===== config.mk =====
export PLATFORM = sky130hd
export DESIGN_NAME = tglp_queue
export DESIGN_NICKNAME = d
export VERILOG_FILES = /design/src/hw/rtl/triangle_grid_linear_prolongation_assert.svh /design/src/hw/rtl/tglp_pkg.sv /design/src/hw/rtl/tglp_queue.sv
export SDC_FILE = /design/constraint.sdc
export NUM_CORES = 1
export LEC_CHECK = 0
export ABC_AREA = 1
export BUFFER_PORTS_ARGS = -buffer_cell sky130_fd_sc_hd__buf_2
export CAP_MARGIN = 20
export CORE_ASPECT_RATIO = 1.2
export CORE_MARGIN = 4
export CORE_UTILIZATION = 56
export DETAILED_ROUTE_END_ITERATION = 6
export GPL_TIMING_DRIVEN = 1
export PLACE_DENSITY_LB_ADDON = 0.15
export SYNTH_ARGS = -nofsm -noshare
export SYNTH_HDL_FRONTEND = slang
export SYNTH_SLANG_ARGS = --single-unit

===== constraint.sdc =====
create_clock -name i_clk -period 3.3 [get_ports i_clk]
set_input_delay 0.33 -clock i_clk [delete_from_list [all_inputs] [get_ports i_clk]]
set_output_delay 0.33 -clock i_clk [all_outputs]
set_load 0.01 [all_outputs]

===== src/hw/rtl/triangle_grid_linear_prolongation_assert.svh =====
// ----------------------------------------------------------------------------
// Triangle grid prolongation assertion macros
// Shorthand for the concurrent checks placed at the end of the top level.
// ----------------------------------------------------------------------------
`ifndef TRIANGLE_GRID_LINEAR_PROLONGATION_ASSERT_SVH
`define TRIANGLE_GRID_LINEAR_PROLONGATION_ASSERT_SVH

// Whenever the antecedent holds, the consequent must hold in the same cycle.
`define TGLP_ASSERT_IMP(lbl, clk, rstn, ante, cons, msg) \
    lbl: assert property (@(posedge clk) disable iff (!rstn) (ante) |-> (cons)) \
        else $error(msg);

// The condition must never be seen at a clock edge out of reset.
`define TGLP_ASSERT_NEVER(lbl, clk, rstn, cond, msg) \
    lbl: assert property (@(posedge clk) disable iff (!rstn) !(cond)) \
        else $error(msg);

`endif


===== src/hw/rtl/tglp_pkg.sv =====
// ----------------------------------------------------------------------------
// Triangle grid prolongation package
// Shared widths, defaults and the queue status type.
// ----------------------------------------------------------------------------
`default_nettype none

package tglp_pkg;

    localparam int unsigned MAX_COARSE_LEVEL_DEF = 10;
    localparam int unsigned VALUE_WIDTH_DEF      = 32;

    // Level register and fine coordinate widths are fixed by the port list.
    localparam int unsigned LEVEL_W     = 4;
    localparam int unsigned FINE_W      = 12;
    localparam logic [LEVEL_W-1:0] LEVEL_RESET = 4'd2;

    localparam int unsigned QUEUE_DEPTH = 2;

    typedef struct packed {
        logic full;
        logic empty;
    } t_q_stat;

endpackage

`default_nettype wire


===== src/hw/rtl/tglp_queue.sv =====
// ----------------------------------------------------------------------------
// Triangle grid prolongation work queue
// Short FIFO of classified samples between the front and the back end.
// ----------------------------------------------------------------------------
`default_nettype none

module tglp_queue #(
    parameter int unsigned WIDTH = 32,
    parameter int unsigned DEPTH = 2
) (
    input  wire logic             i_clk,
    input  wire logic             i_rst_n,
    input  wire logic             i_push,
    input  wire logic [WIDTH-1:0] i_data,
    input  wire logic             i_pop,
    output logic      [WIDTH-1:0] o_data,
    output tglp_pkg::t_q_stat     o_stat
);

    import tglp_pkg::*;

    localparam int unsigned PW = (DEPTH > 1) ? $clog2(DEPTH) : 1;
    localparam int unsigned CNTW = $clog2(DEPTH + 1);

    logic [WIDTH-1:0] r_mem [DEPTH];
    logic [PW-1:0]    r_wptr;
    logic [PW-1:0]    r_rptr;
    logic [CNTW-1:0]  r_count;

    function automatic logic [PW-1:0] ptr_inc(input logic [PW-1:0] p);
        if (p == PW'(DEPTH - 1)) begin
            return '0;
        end
        return p + PW'(1);
    endfunction

    always_ff @(posedge i_clk) begin
        if (i_push) begin
            r_mem[r_wptr] <= i_data;
        end
    end

    always_ff @(posedge i_clk) begin
        if (!i_rst_n) begin
            r_wptr  <= '0;
            r_rptr  <= '0;
            r_count <= '0;
        end else begin
            if (i_push) begin
                r_wptr <= ptr_inc(r_wptr);
            end
            if (i_pop) begin
                r_rptr <= ptr_inc(r_rptr);
            end
            if (i_push && !i_pop) begin
                r_count <= r_count + CNTW'(1);
            end else if (!i_push && i_pop) begin
                r_count <= r_count - CNTW'(1);
            end
        end
    end

    assign o_data       = r_mem[r_rptr];
    assign o_stat.full  = (r_count == CNTW'(DEPTH));
    assign o_stat.empty = (r_count == '0);

endmodule

`default_nettype wire


Word-level counts from Yosys, hierarchy flattened
Memories as Yosys holds them, arrays and structs flattened. A register that Yosys moved wholly into a read port is not among the register bits.
Index checks and enable logic that the tools add are counted.
{"block": "totals", "ff_bits": 4, "mem_bits_rw": 64, "in_bits": 36, "out_inout_bits": 34, "wordCells": 31, "mem_count": 1}
{"name": "r_mem", "depth": 2, "word_bits": 32, "read_ports": 1, "rd_clocked_by_memory_dff": 1, "write_ports": 1, "line": "tglp_queue.sv:25", "source": "logic [WIDTH-1:0] r_mem [DEPTH];"}
{"block": "classes", "n_addsub": 4, "eq_ne": 1, "mux": 16, "reduce_logical": 6}
{"op": "2-to-1 mux 1 bit", "count": 14}
{"op": "2-to-1 mux 2 bit", "count": 2}
{"op": "adder 1 bit, second input constant", "count": 2}
{"op": "adder 2 x 1 -> 2 bit, second input constant", "count": 1}
{"op": "== test 2 bit, second input constant", "count": 1}
{"op": "logical AND 1 bit", "count": 2}
{"op": "zero test 1 bit", "count": 2}
{"op": "zero test 2 bit", "count": 1}
{"op": "nonzero test 2 bit", "count": 1}
{"op": "subtractor 2 x 1 -> 2 bit, second input constant", "count": 1}

Logic depth before layout (Yosys ltp)
{"block": "depth", "word_depth": 6, "ltp_mapped": 8}

Worst setup path before layout
No wires, ideal clock.
{"block": "synth_timing", "path_kind": "input to register", "from": "input port i_push", "to": "memory r_mem[0][0], enable pin", "setup_time_ns": 0.422, "t_arrival_ns": 1.719, "t_required_ns": 2.878, "path_slack_ns": 1.159, "stages": 2, "n_path_buf": 0, "path_cell_list": "inv_1 nor2_1"}
{"block": "synth_between", "elab_chain_cells": 2}
{"item": "start, declared", "line": "tglp_queue.sv:13", "source": "input wire logic i_push,"}
{"item": "2-to-1 mux 1 bit", "line": "tglp_queue.sv:38", "source": "if (i_push) begin"}
{"item": "2-to-1 mux 1 bit (not written as such)", "line": "tglp_queue.sv:39", "source": "r_mem[r_wptr] <= i_data;"}
{"item": "end, declared", "line": "tglp_queue.sv:25"}
Every way passes these cells.

==> results.py <==
metrics = {
    "power_and_ir_drop": {
        "p_int_w": 0.00138,
        "power_per_cell_area_nw_per_um2": 551,
        "p_comb_frac": 0.110,
        "clockPowerShare": 0.305,
        "p_switching_w": 0.000391,
        "power_leakage_nw": 1.33,
        "peakVddDrop_uv": 323,
        "swShare": 0.220,
        "power.sequential.fraction": 0.585,
    },
    "route": {
        "totalWireLength_mm": 4.36,
        "drtIter0Drc": 37,
        "drt-vias-per-instance": 4.88,
        "route.detailed.drc": 0,
        "dr.pass1.iters": 4,
        "wl_per_cell_um": 15.8,
        "vias": 1346,
        "ant_nets": 0,
    },
    "global_route": {
        "grt_pass1_wl_mm": 6.96,
        "grt_pass1_vias": 1506,
        "antenna_found_initial": 0,
        "grt.overflow.total": 0,
        "grt_max_degree": 33,
        "grt_util_all_layers": 0.156,
    },
    "timing": {
        "hold_viol": 0,
        "fin_worst_skew_ns": 0.00256,
        "max_freq_mhz": 438,
        "setup_tns_ns": 0,
        "setup_violations": 0,
        "worst_slew_pin_slew_ns": 0.929,
        "fin_crit_ns": 2.28,
        "maxSlewViolCount": 0,
        "grt_setup_unrepaired": "false",
        "maxSlewHeadroom": 0.379,
        "timing.final.crit_share": 0.691,
    },
    "clocking": {
        "cts-resized-gates": 0,
        "clockRootBuffer": "clkbuf_8",
        "cts_buffers": 9,
        "insertion_delay_ns": 0.33,
        "cts_buffer_depth": 2,
        "cts_tree": "built",
        "clk_pin_slew_ns": 0.06,
        "cts_max_level": 3,
        "cts_sinks": 69,
        "ctsHoldBuffers": 0,
        "postCtsSetupBuffers": 0,
    },
    "yosys": {
        "synthMuxAreaShare": 0.176,
        "synth_top_family_by_area": "multiplexers",
        "synthSimpleGateAreaFrac": 0.0279,
        "synth.most_common_cell": "edfxtp_1",
        "postSynthAreaPerCell_um2": 20.0,
        "async_reset_ff_frac": 0,
        "synth.distinct_cells": 14,
        "syn-cell-area_um2": 2690,
        "netlist_top_cells_count": "edfxtp_1, mux2_4, nor2_1",
        "synth_flop_cell": "edfxtp_1",
        "synth_edf_count": 64,
        "synth_nets": 172,
        "netlist_instances": 135,
        "synth_warnings": 0,
        "ys_seq_area_frac": 0.751,
        "synth.top_cell.area_share": 0.713,
        "ys_ff_latch": 69,
        "synth_area_leaders": "edfxtp_1, mux2_4, dfxtp_1, buf_12, nor2_1",
        "synth-xor-area-share": 0,
        "synth_compound_area_frac": 0.00372,
        "synth_top_area_cell": "edfxtp_1",
        "synth_adder_area_share": 0.00464,
    },
    "layout": {
        "finalNetCount": 250,
        "drive_above_1_share": 0.528,
        "area_growth_pct": 19.4,
        "final_cell_area_um2": 3220,
        "antenna_cells": 0,
        "fill_cells": 294,
        "fin_util": 0.695,
        "final_cell_count_no_fill": 276,
    },
    "setup_path": {
        "endpoint_kind": "output port",
        "worstReg2RegEnd": "r_mem[1][30]",
        "crit_end": "o_data[20]",
        "cp_max_fo": 24,
        "r2r-start": "r_wptr",
        "r2r_slack_ns": 1.63,
        "critPathRequiredTime_ns": 2.97,
        "crit_type": "register to output port",
        "rr_worst_depth": 3,
        "start_kind": "register",
        "critPathArrivalTime_ns": 1.95,
    },
    "die": {
        "die_width_um": 71.3,
        "rows": 27,
        "ios": 70,
        "core-area_um2": 4630,
        "die_area_um2": 5990,
        "die_y_um": 84.0,
        "start_util": 0.582,
    },
    "placement": {
        "placed_area_um2": 3060,
        "port_buffers": 69,
        "place_inst": 260,
        "gp_congestion": 0.730,
        "post-dp-hpwl_mm": 3.13,
    },
    "hold_path": {
        "hold_path.class": "primary input to register",
    },
    "status": {
        "outcome": "finished clean",
    },
    "job": {
        "drv_cap": 0,
    },
}
[layout by cell type, fill, tap and decap left out]
cell type,n
o21ai_0,1
clkinv_2,1
clkbuf_1,4
clkinv_1,2
buf_2,69
buf_4,2
ha_1,1
dfxtp_2,1
nand4_1,1
mux2_4,30
mux2_2,2
edfxtp_1,64
nor2_4,1
clkbuf_8,9
inv_1,8
a21oi_1,1
nand3_1,1
nor2_1,8
dfxtp_1,4
nand2_1,8
[per-layer routing]
layer,vias up,track usage,share of wire
met5,-,0,0
met4,0,0.0872,0.022
met3,9,0.0446,0.063
met2,49,0.281,0.56
met1,630,0.158,0.36
li1,658,-,-
[stage by stage]
stage	hold slack, ns	total power (W)	worst slack [ns]
finish	0.184	0.00177	1.02
global placement	0.476	0.00124	1.37
detailed placement	0.509	0.00125	1.33
global route	0.169	0.00184	0.915
CTS	0.170	0.00179	0.967
floorplan	0.429	0.00118	1.16
[critical path: stages (launching register included)]
cell and delay [ns]:
dfxtp_2 0.81, buf_4 0.35, mux2_4 0.32, buf_2 0.14
[final cells by class]
class | count | area [um2] | share of cell area
clock buffers | 13 | 139 | 0.0432
clock inverters | 3 | 12.5 | 0.00389
inverters | 8 | 30.0 | 0.00934
multi-input cells | 54 | 578 | 0.180
flip-flops and latches | 69 | 2020 | 0.629
well taps | 58 | 72.6 | 0.0226
repair buffers | 71 | 360 | 0.112
[how the worst min path moves through the flow]
stage / from / to / cells after the start
2_1_floorplan: i_data[0] / r_mem[0][0] / 0
3_3_place_gp: r_rptr / r_rptr / 2
3_5_place_dp: r_rptr / register / 2
4_1_cts: i_data[14] / r_mem[0][14] / 1
5_1_grt: i_data[24] / r_mem[1][24] / 1
6_report: i_data[14] / r_mem[1][14] / 1
[power by group through the flow]
stage / Sequential, W / Combinational [W] / Clock (W)
finish: 0.00104 / 0.000195 / 0.000541
global route: 0.00104 / 0.000210 / 0.000591
CTS: 0.00104 / 0.000198 / 0.000551
detailed placement: 0.00106 / 0.000197 / 0
global placement: 0.00105 / 0.000189 / 0
floorplan: 0.00104 / 0.000139 / 0
[sequential cells by signal (all words and copies together) (netlist names), named ones only]
register,count
r_count,2
r_mem,64
r_rptr,1
r_wptr,1
[cells by family after synthesis]
logic type	after synthesis
simple gates	19
compound gates	2
flops	69
mux	32
fa+ha+maj	1
buf+inv	12
Note: power is estimated with default switching activity, not from simulation.
