<file path="config.mk">
export PLATFORM = sky130hd
export DESIGN_NAME = tglp_back
export DESIGN_NICKNAME = d
export VERILOG_FILES = /design/src/hw/rtl/triangle_grid_linear_prolongation_assert.svh /design/src/hw/rtl/tglp_pkg.sv /design/src/hw/rtl/tglp_back.sv
export SDC_FILE = /design/constraint.sdc
export NUM_CORES = 1
export LEC_CHECK = 0
export BUFFER_PORTS_ARGS = -buffer_cell sky130_fd_sc_hd__clkbuf_2
export CORE_ASPECT_RATIO = 1.25
export CORE_MARGIN = 4
export CORE_UTILIZATION = 35
export DETAILED_ROUTE_END_ITERATION = 8
export GPL_ROUTABILITY_DRIVEN = 1
export HOLD_SLACK_MARGIN = 0.12
export PLACE_DENSITY_LB_ADDON = 0.1
export SYNTH_ARGS = -nofsm -noshare
export SYNTH_HDL_FRONTEND = slang
export SYNTH_SLANG_ARGS = --single-unit
export TNS_END_PERCENT = 5
</file>
<file path="constraint.sdc">
create_clock -name i_clk -period 5.9 [get_ports i_clk]
set_clock_uncertainty 0.2 [all_clocks]
set_input_delay 0.59 -clock i_clk [delete_from_list [all_inputs] [get_ports i_clk]]
set_output_delay 0.59 -clock i_clk [all_outputs]
set_load 0.1 [all_outputs]
</file>
<file path="src/hw/rtl/triangle_grid_linear_prolongation_assert.svh">
// ----------------------------------------------------------------------------
// Triangle grid prolongation assertion macros
// Shorthand for the concurrent checks placed at the end of the top level.
// ----------------------------------------------------------------------------
`ifndef TRIANGLE_GRID_LINEAR_PROLONGATION_ASSERT_SVH
`define TRIANGLE_GRID_LINEAR_PROLONGATION_ASSERT_SVH

// Whenever the antecedent holds, the consequent must hold in the same cycle.
`define TGLP_ASSERT_IMP(lbl, clk, rstn, ante, cons, msg) \
    lbl: assert property (@(posedge clk) disable iff (!rstn) (ante) |-> (cons)) \
        else $error(msg);

// The condition must never be seen at a clock edge out of reset.
`define TGLP_ASSERT_NEVER(lbl, clk, rstn, cond, msg) \
    lbl: assert property (@(posedge clk) disable iff (!rstn) !(cond)) \
        else $error(msg);

`endif

</file>
<file path="src/hw/rtl/tglp_pkg.sv">
// ----------------------------------------------------------------------------
// Triangle grid prolongation package
// Shared widths, defaults and the queue status type.
// ----------------------------------------------------------------------------
`default_nettype none

package tglp_pkg;

    localparam int unsigned MAX_COARSE_LEVEL_DEF = 10;
    localparam int unsigned VALUE_WIDTH_DEF      = 32;

    // Level register and fine coordinate widths are fixed by the port list.
    localparam int unsigned LEVEL_W     = 4;
    localparam int unsigned FINE_W      = 12;
    localparam logic [LEVEL_W-1:0] LEVEL_RESET = 4'd2;

    localparam int unsigned QUEUE_DEPTH = 2;

    typedef struct packed {
        logic full;
        logic empty;
    } t_q_stat;

endpackage

`default_nettype wire

</file>
<file path="src/hw/rtl/tglp_back.sv">
// ----------------------------------------------------------------------------
// Triangle grid prolongation back end
// Expands each queued sample into its midpoint results and, for interior
// points, its copy, one result per cycle unless i_stall holds the output.
// ----------------------------------------------------------------------------
`default_nettype none

module tglp_back #(
    parameter int unsigned MAX_LVL = 10,
    parameter int unsigned VW      = 32,
    parameter int unsigned EW      = 3 * 32 + 2 * 11 + 1
) (
    input  wire logic                         i_clk,
    input  wire logic                         i_rst_n,
    input  wire logic [EW-1:0]                i_item,
    input  wire tglp_pkg::t_q_stat            i_q_stat,
    output logic                              o_pop,
    output logic                              o_valid,
    input  wire logic                         i_stall,
    output logic      [tglp_pkg::FINE_W-1:0]  o_fine_row,
    output logic      [tglp_pkg::FINE_W-1:0]  o_fine_col,
    output logic signed [VW-1:0]              o_fine_value,
    output logic                              o_last_of_run
);

    import tglp_pkg::*;

    localparam int unsigned CW = MAX_LVL + 1;
    localparam int unsigned XW = (CW + 1 > FINE_W) ? CW + 1 : FINE_W;

    localparam logic [1:0] PH_COPY = 2'd0;
    localparam logic [1:0] PH_DIAG = 2'd1;
    localparam logic [1:0] PH_ROW  = 2'd2;
    localparam logic [1:0] PH_COL  = 2'd3;

    logic [1:0]        r_idx;
    logic              r_out_vld;
    logic [FINE_W-1:0] r_fine_row;
    logic [FINE_W-1:0] r_fine_col;
    logic [VW-1:0]     r_fine_value;
    logic              r_last;

    logic [VW-1:0]     cur;
    logic [VW-1:0]     left;
    logic [VW-1:0]     up;
    logic [CW-1:0]     col;
    logic [CW-1:0]     row;
    logic              interior;
    logic [1:0]        phase;
    logic              last;
    logic              out_free;
    logic              go;
    logic [XW-1:0]     row2;
    logic [XW-1:0]     col2;
    logic [XW-1:0]     sel_row;
    logic [XW-1:0]     sel_col;
    logic [VW-1:0]     op_a;
    logic [VW-1:0]     op_b;
    logic              use_avg;
    logic [VW:0]       sum;
    logic [VW-1:0]     n_value;

    assign cur      = i_item[VW-1:0];
    assign left     = i_item[2*VW-1:VW];
    assign up       = i_item[3*VW-1:2*VW];
    assign col      = i_item[3*VW+CW-1:3*VW];
    assign row      = i_item[3*VW+2*CW-1:3*VW+CW];
    assign interior = i_item[EW-1];

    // Edge points skip the copy, so their run starts at the diagonal midpoint.
    assign phase    = r_idx + {1'b0, !interior};
    assign last     = (phase == PH_COL);
    assign out_free = !r_out_vld || !i_stall;
    assign go       = !i_q_stat.empty && out_free;
    assign o_pop    = go && last;

    assign row2 = XW'({row, 1'b0});
    assign col2 = XW'({col, 1'b0});

    always_comb begin
        sel_row = row2;
        sel_col = col2;
        op_a    = cur;
        op_b    = cur;
        use_avg = 1'b1;
        case (phase)
            PH_COPY: begin
                use_avg = 1'b0;
            end
            PH_DIAG: begin
                sel_row = row2 - XW'(1);
                sel_col = col2 - XW'(1);
                op_a    = up;
                op_b    = left;
            end
            PH_ROW: begin
                sel_row = row2 - XW'(1);
                op_b    = up;
            end
            PH_COL: begin
                sel_col = col2 - XW'(1);
                op_b    = left;
            end
            default: begin
                use_avg = 1'b0;
            end
        endcase
    end

    // The sum keeps one extra bit, so dropping its low bit is an exact floor.
    assign sum     = {op_a[VW-1], op_a} + {op_b[VW-1], op_b};
    assign n_value = use_avg ? sum[VW:1] : cur;

    always_ff @(posedge i_clk) begin
        if (!i_rst_n) begin
            r_idx     <= '0;
            r_out_vld <= 1'b0;
        end else begin
            if (out_free) begin
                r_out_vld <= go;
            end
            if (go) begin
                r_idx <= last ? 2'd0 : r_idx + 2'd1;
            end
        end
    end

    always_ff @(posedge i_clk) begin
        if (go) begin
            r_fine_row   <= sel_row[FINE_W-1:0];
            r_fine_col   <= sel_col[FINE_W-1:0];
            r_fine_value <= n_value;
            r_last       <= last;
        end
    end

    assign o_valid       = r_out_vld;
    assign o_fine_row    = r_fine_row;
    assign o_fine_col    = r_fine_col;
    assign o_fine_value  = r_fine_value;
    assign o_last_of_run = r_last;

endmodule

`default_nettype wire

</file>
### Word-level counts from Yosys, hierarchy flattened

Cells that the tools add are included.

* $add $sub $neg: 5
* $mul: 0
* divide/modulo/power cells: 0
* order comparisons: 0
* equal/unequal tests: 3
* shifts and indexed selects: 0
* multiplexer cells: 6
* bitwise logic cells: 0
* reduce and logical (&&, ||, !) cells: 10

Operator list (number)
* $mux W32: 2
* $pmux W32 S2: 1
* $add A32 B32 Y33: 1
* $mux W12: 2
* $sub A12 B1 Y12 const B: 2
* $eq A2 B2 Y1 const B: 2
* $logic_not A1 Y1: 4
* $reduce_or A2 Y1: 2
* $add A2 B1 Y2: 1
* $add A2 B1 Y2 const B: 1
* $eq A2 B1 Y1 const B: 1
* $logic_and A1 B1 Y1: 2
* $logic_not A2 Y1: 1
* $mux W2: 1
* $logic_or A1 B1 Y1: 1

* register bits after elaboration: 60
* latch bits: 0
* RAM bits: 0
* memory bits (read-only): 0
* input port bits: 124
* logic and storage cells: 32
* memories: 0

### Logic depth before layout (Yosys ltp)

* depth in word-level cells: 7
* mapped depth: 20
* gate-level depth less buffers: 17

### Worst setup path before layout

No wires, ideal clock.

* path kind: input -> register
* start: input port i_item[118]
* end: register r_fine_value[15], in the netlist o_fine_value[15] (data pin)
* setup time: 267 ps
* arrival: 4050 ps
* data required time: 5433 ps
* path slack: 1384 ps
* stages: 19
* buffers on the path: 4
* cell sequence: inv_1 -> ha_1 -> buf_2 -> inv_1 -> ha_1 -> buf_6 -> clkbuf_1 -> clkbuf_1 -> a221oi_1 -> nor2_1 -> fa_1 -> a21oi_1 -> o311a_1 -> nor3_1 -> or4b_2 -> nand2_1 -> o21ai_0 -> xnor2_1 -> o21ai_0

* cells in the longest elaborated chain, start to end: 7
* elaborated cells on any way between the ends: 11

RTL lines
* from (decl): line tglp_back.sv:15 `input wire logic [EW-1:0] i_item,`
* $logic_not A1 Y1 *: line tglp_back.sv:71 `assign phase = r_idx + {1'b0, !interior};`
* $add A2 B1 Y2 *: line tglp_back.sv:71
* $eq A2 B2 Y1 / $eq A2 B1 Y1 (equally long branches): line tglp_back.sv:86 `case (phase)`
* $reduce_or A2 Y1 (no source line)
* $pmux W32 S2: line tglp_back.sv:86
* $add A32 B32 Y33: line tglp_back.sv:111 `assign sum = {op_a[VW-1], op_a} + {op_b[VW-1], op_b};`
* $mux W32 *: line tglp_back.sv:112 `assign n_value = use_avg ? sum[VW:1] : cur;`
* named net n_value[15]: line tglp_back.sv:61 `logic [VW-1:0] n_value;`
* to (signal assigned): line tglp_back.sv:132 `r_fine_value <= n_value;`
* to (decl): line tglp_back.sv:40 `logic [VW-1:0] r_fine_value;`

Mark *: on every way through the listed nets, which the timed path passes. The rest lies on a longest branch.
A chain may end at the register's enable or synchronous reset.

### Final worst setup path

* start: input port i_item[118]
* end: register r_fine_value[30], in the netlist o_fine_value[30] (data pin)

Same word-level chain as after synthesis.

==> impl_metrics.ini <==
[status]
status = finished, final reports clean

[synth]
yosysTopAreaCellShare = 0.3238
yosysSeqAreaShare = 0.3351
synth_edf_count = 57
ys_ff_latch = 60
synth_largest_area_cell = edfxtp_1
synth-main-ff-cell = edfxtp_1
syn_area_per_cell_sq_um = 9.162
synth_area_sq_um = 5286
postSynthCellCount = 577
yosys_warnings = 0
synth_cell_types = 66
synth.area.top_cells = edfxtp_1, ha_1, mux2_2
synthArstFlopShare = 0
syn-num-nets = 740

[grt]
grt_pass1_vias = 5306
grt_overflow = 0
met1_usage = 0.2212
grt_use_met2 = 0.3235
grt_pass1_wl_mm = 25.66
grt_max_degree = 59
antenna_found_initial = 0
top_usage_layer = met2
grt_use_met3 = 0.03188
grtUsageTotal = 0.1816

[clock_tree]
insertion_delay_ns = 0.33
cts_buffers = 9
cts_buffer_depth = 2
cts_hold_buf = 0
cts_tree = yes
cts.htree.levels = 3
cts_resized = 0
cts_sinks = 60
path_clk_slew_ns = 0.05
cts_setup_buffers = 0
root_buffer = clkbuf_16

[sta]
setup_viol = 0
setup_tns_ns = 0
slew_headroom = 0.4614
period_share = 0.8225
worst_slew_pin_slew_ns = 0.8080
grt_setup_unrepaired = no
slew_viol_final = 0
fmax_ghz = 0.2061
post-route-min-period_ns = 4.853
hold_viol_final = 0

[placed_design]
gp_congestion = 0.8488
dpl.hpwl_mm = 12.56
io_buffers = 181

[power]
p_per_area_nw_per_um2 = 406.2
cellLeakagePower_nw = 2.936
peakVddDrop_mv = 0.1627
p_total_mw = 2.729
p_int_mw = 1.412
p_switching_mw = 1.316
pwr-share-comb = 0.568
switching_share = 0.4824
p_seq_frac = 0.217
clockPowerShare = 0.215

[floorplan]
die_h_um = 145.4
core-area_sq_um = 14590
row_count = 49
start_util = 0.3623
dieArea_sq_um = 17150
fp.dieW_um = 117.9
io_pins = 183

[drt]
dr.first_iter.drc_count = 330
drc = 0
dr_total_vias = 5055
drt_pass1_iterations = 4
drt_wl_total_mm = 15.93
ant_nets = 0
wl_per_cell_um = 17.02
viasPerCell = 5.401

[hold_path]
hold_end = o_valid$_SDFFE_PN0N_
hold_path.class = in2reg
whs_path_depth = 2
hp-start = i_q_stat[0]

[worst_setup_path]
crit_cells = 17
cp.required_ns = 5.77
path_buf_inv = 4
cp-start-kind = input pin
crit_chain = clkbuf_2 -> inv_1 -> ha_1 -> inv_1 -> ha_2 -> inv_1 -> nor2_1 -> nor2_1 -> ha_1 -> a21oi_1 -> nand2_1 -> o32ai_1 -> nor4_1 -> nor3b_1 -> o21ai_0 -> xnor2_1 -> o21ai_0
r2r_slack_ns = 1.08
crit_slowest_cell = o32ai_1
path_class = in2reg
worstReg2RegStart = r_idx[0]$_SDFFE_PN0P_
critPathCaptureType = flip-flop
cp_max_fo = 33
cp_top_family = adder cells
cp_slowest_stage_delay_ns = 0.64
ff2ff_path_depth = 15
arrival_ns = 4.73
r2r_end = o_fine_value[30]$_DFFE_PP_
cp_common_cell = inv_1

[cells_and_area]
layout_common_cells = clkbuf_2, o21ai_0, nand2_1, edfxtp_1, a21oi_1
drive_gt1_frac = 0.3325
area_growth_pct = 27.08
fin_nets = 916
final_common_cell = clkbuf_2
antennaDiodeCount = 0

[job]
cap_violations = 0
==> synth_stat cells (3+ instances only) <==
library cell  instances
a211oi_1              3
a21o_1                8
a21oi_1              39
a221oi_1              6
a22oi_1              26
a41oi_1               3
and2_1                3
clkbuf_1             23
dfxtp_1               3
edfxtp_1             57
ha_1                 38
inv_1                25
mux2_2               31
mux2i_1               4
nand2_1              57
nand2b_1              4
nand3_1               5
nand3b_1              4
nand4_1               5
nor2_1               31
nor2b_1               5
nor3_1               15
nor4_1                5
o211ai_1              3
o21a_1                6
o21ai_0              66
o21bai_1              7
o31ai_1               8
xnor2_1              23
xor2_1               19
==> worst reg2reg max path: cells and delay by family (launching register included) <==
family                     cells  cell delay, ns
AOI/OAI and AO/OA              4            1.26
and+or+nand+nor                5            0.92
xor gates and xnor gates       1            0.16
buffers and inverters          2            0.40
DFF                            1            0.38
adders and majority gates      3            1.23
==> logic make-up after synthesis <==
| kind of cell | Yosys count | synth area share |
|---|---|---|
| adder cells (fa/ha/maj) | 39 | 0.09373 |
| XOR/XNOR | 42 | 0.06959 |
| multiplexers | 35 | 0.07361 |
| buffers and inverters | 53 | 0.04071 |
| flip-flops | 60 | 0.3351 |
| AO/OA/AOI/OAI | 198 | 0.2457 |
| AND/OR/NAND/NOR | 150 | 0.1415 |
==> routing by layer <==
layer | vias to the layer above | routed length [um]
li1 | 2545 | -
met3 | 13 | 744
met4 | 0 | 229
met5 | - | 0
met1 | 2352 | 7057
met2 | 145 | 7902
==> power groups by stage <==
stage / Combinational, mW / Clock (mW) / Sequential, mW
4_1_cts: 1.56 / 0.594 / 0.592
3_5_place_dp: 1.55 / 0 / 0.601
5_1_grt: 1.68 / 0.609 / 0.599
2_1_floorplan: 0.747 / 0 / 1.09
3_3_place_gp: 1.55 / 0 / 0.600
6_report: 1.55 / 0.587 / 0.591
==> cell type report <==
cell class,instances,area (sq um)
inverters,25,93.84
flip-flops and latches,60,1772
fillers,1459,7874
clock inverters,4,72.57
repair buffers,193,1008
clock buffers,12,246.5
multi-input cells,464,3302
well taps,178,222.7
==> sequential cells by signal (all words and copies together) (netlist names) <==
register       count
o_fine_row        12
o_fine_col        12
o_valid            1
o_last_of_run      1
o_fine_value      32
r_idx              2
==> through the flow <==
step           worst slack, ns  utilization  area [sq um]  instances  hold slack (ns)
2_1_floorplan            1.384            -          5286        577           0.3164
3_3_place_gp            0.8161       0.4385          6399        920           0.2756
3_5_place_dp            0.7022       0.4385          6399        920           0.2884
4_1_cts                  1.031       0.4604          6718        936           0.2408
5_1_grt                 0.6049       0.4604          6718        936           0.2475
6_report                 1.047       0.4604          6718        936           0.2491
==> how the worst max path moves through the flow <==
| stage | start | end |
|---|---|---|
| final | i_item[118] | o_fine_value[30]$_DFFE_PP_ |
| after detailed placement | i_item[118] | o_fine_value[30]$_DFFE_PP_ |
| after floorplan | i_item[118] | o_fine_value[15]$_DFFE_PP_ |
| after global routing | i_item[118] | o_fine_value[30]$_DFFE_PP_ |
| after global placement | i_item[118] | o_fine_value[30]$_DFFE_PP_ |
| after CTS | i_item[118] | o_fine_value[30]$_DFFE_PP_ |
(Power assumes the default switching activity.)
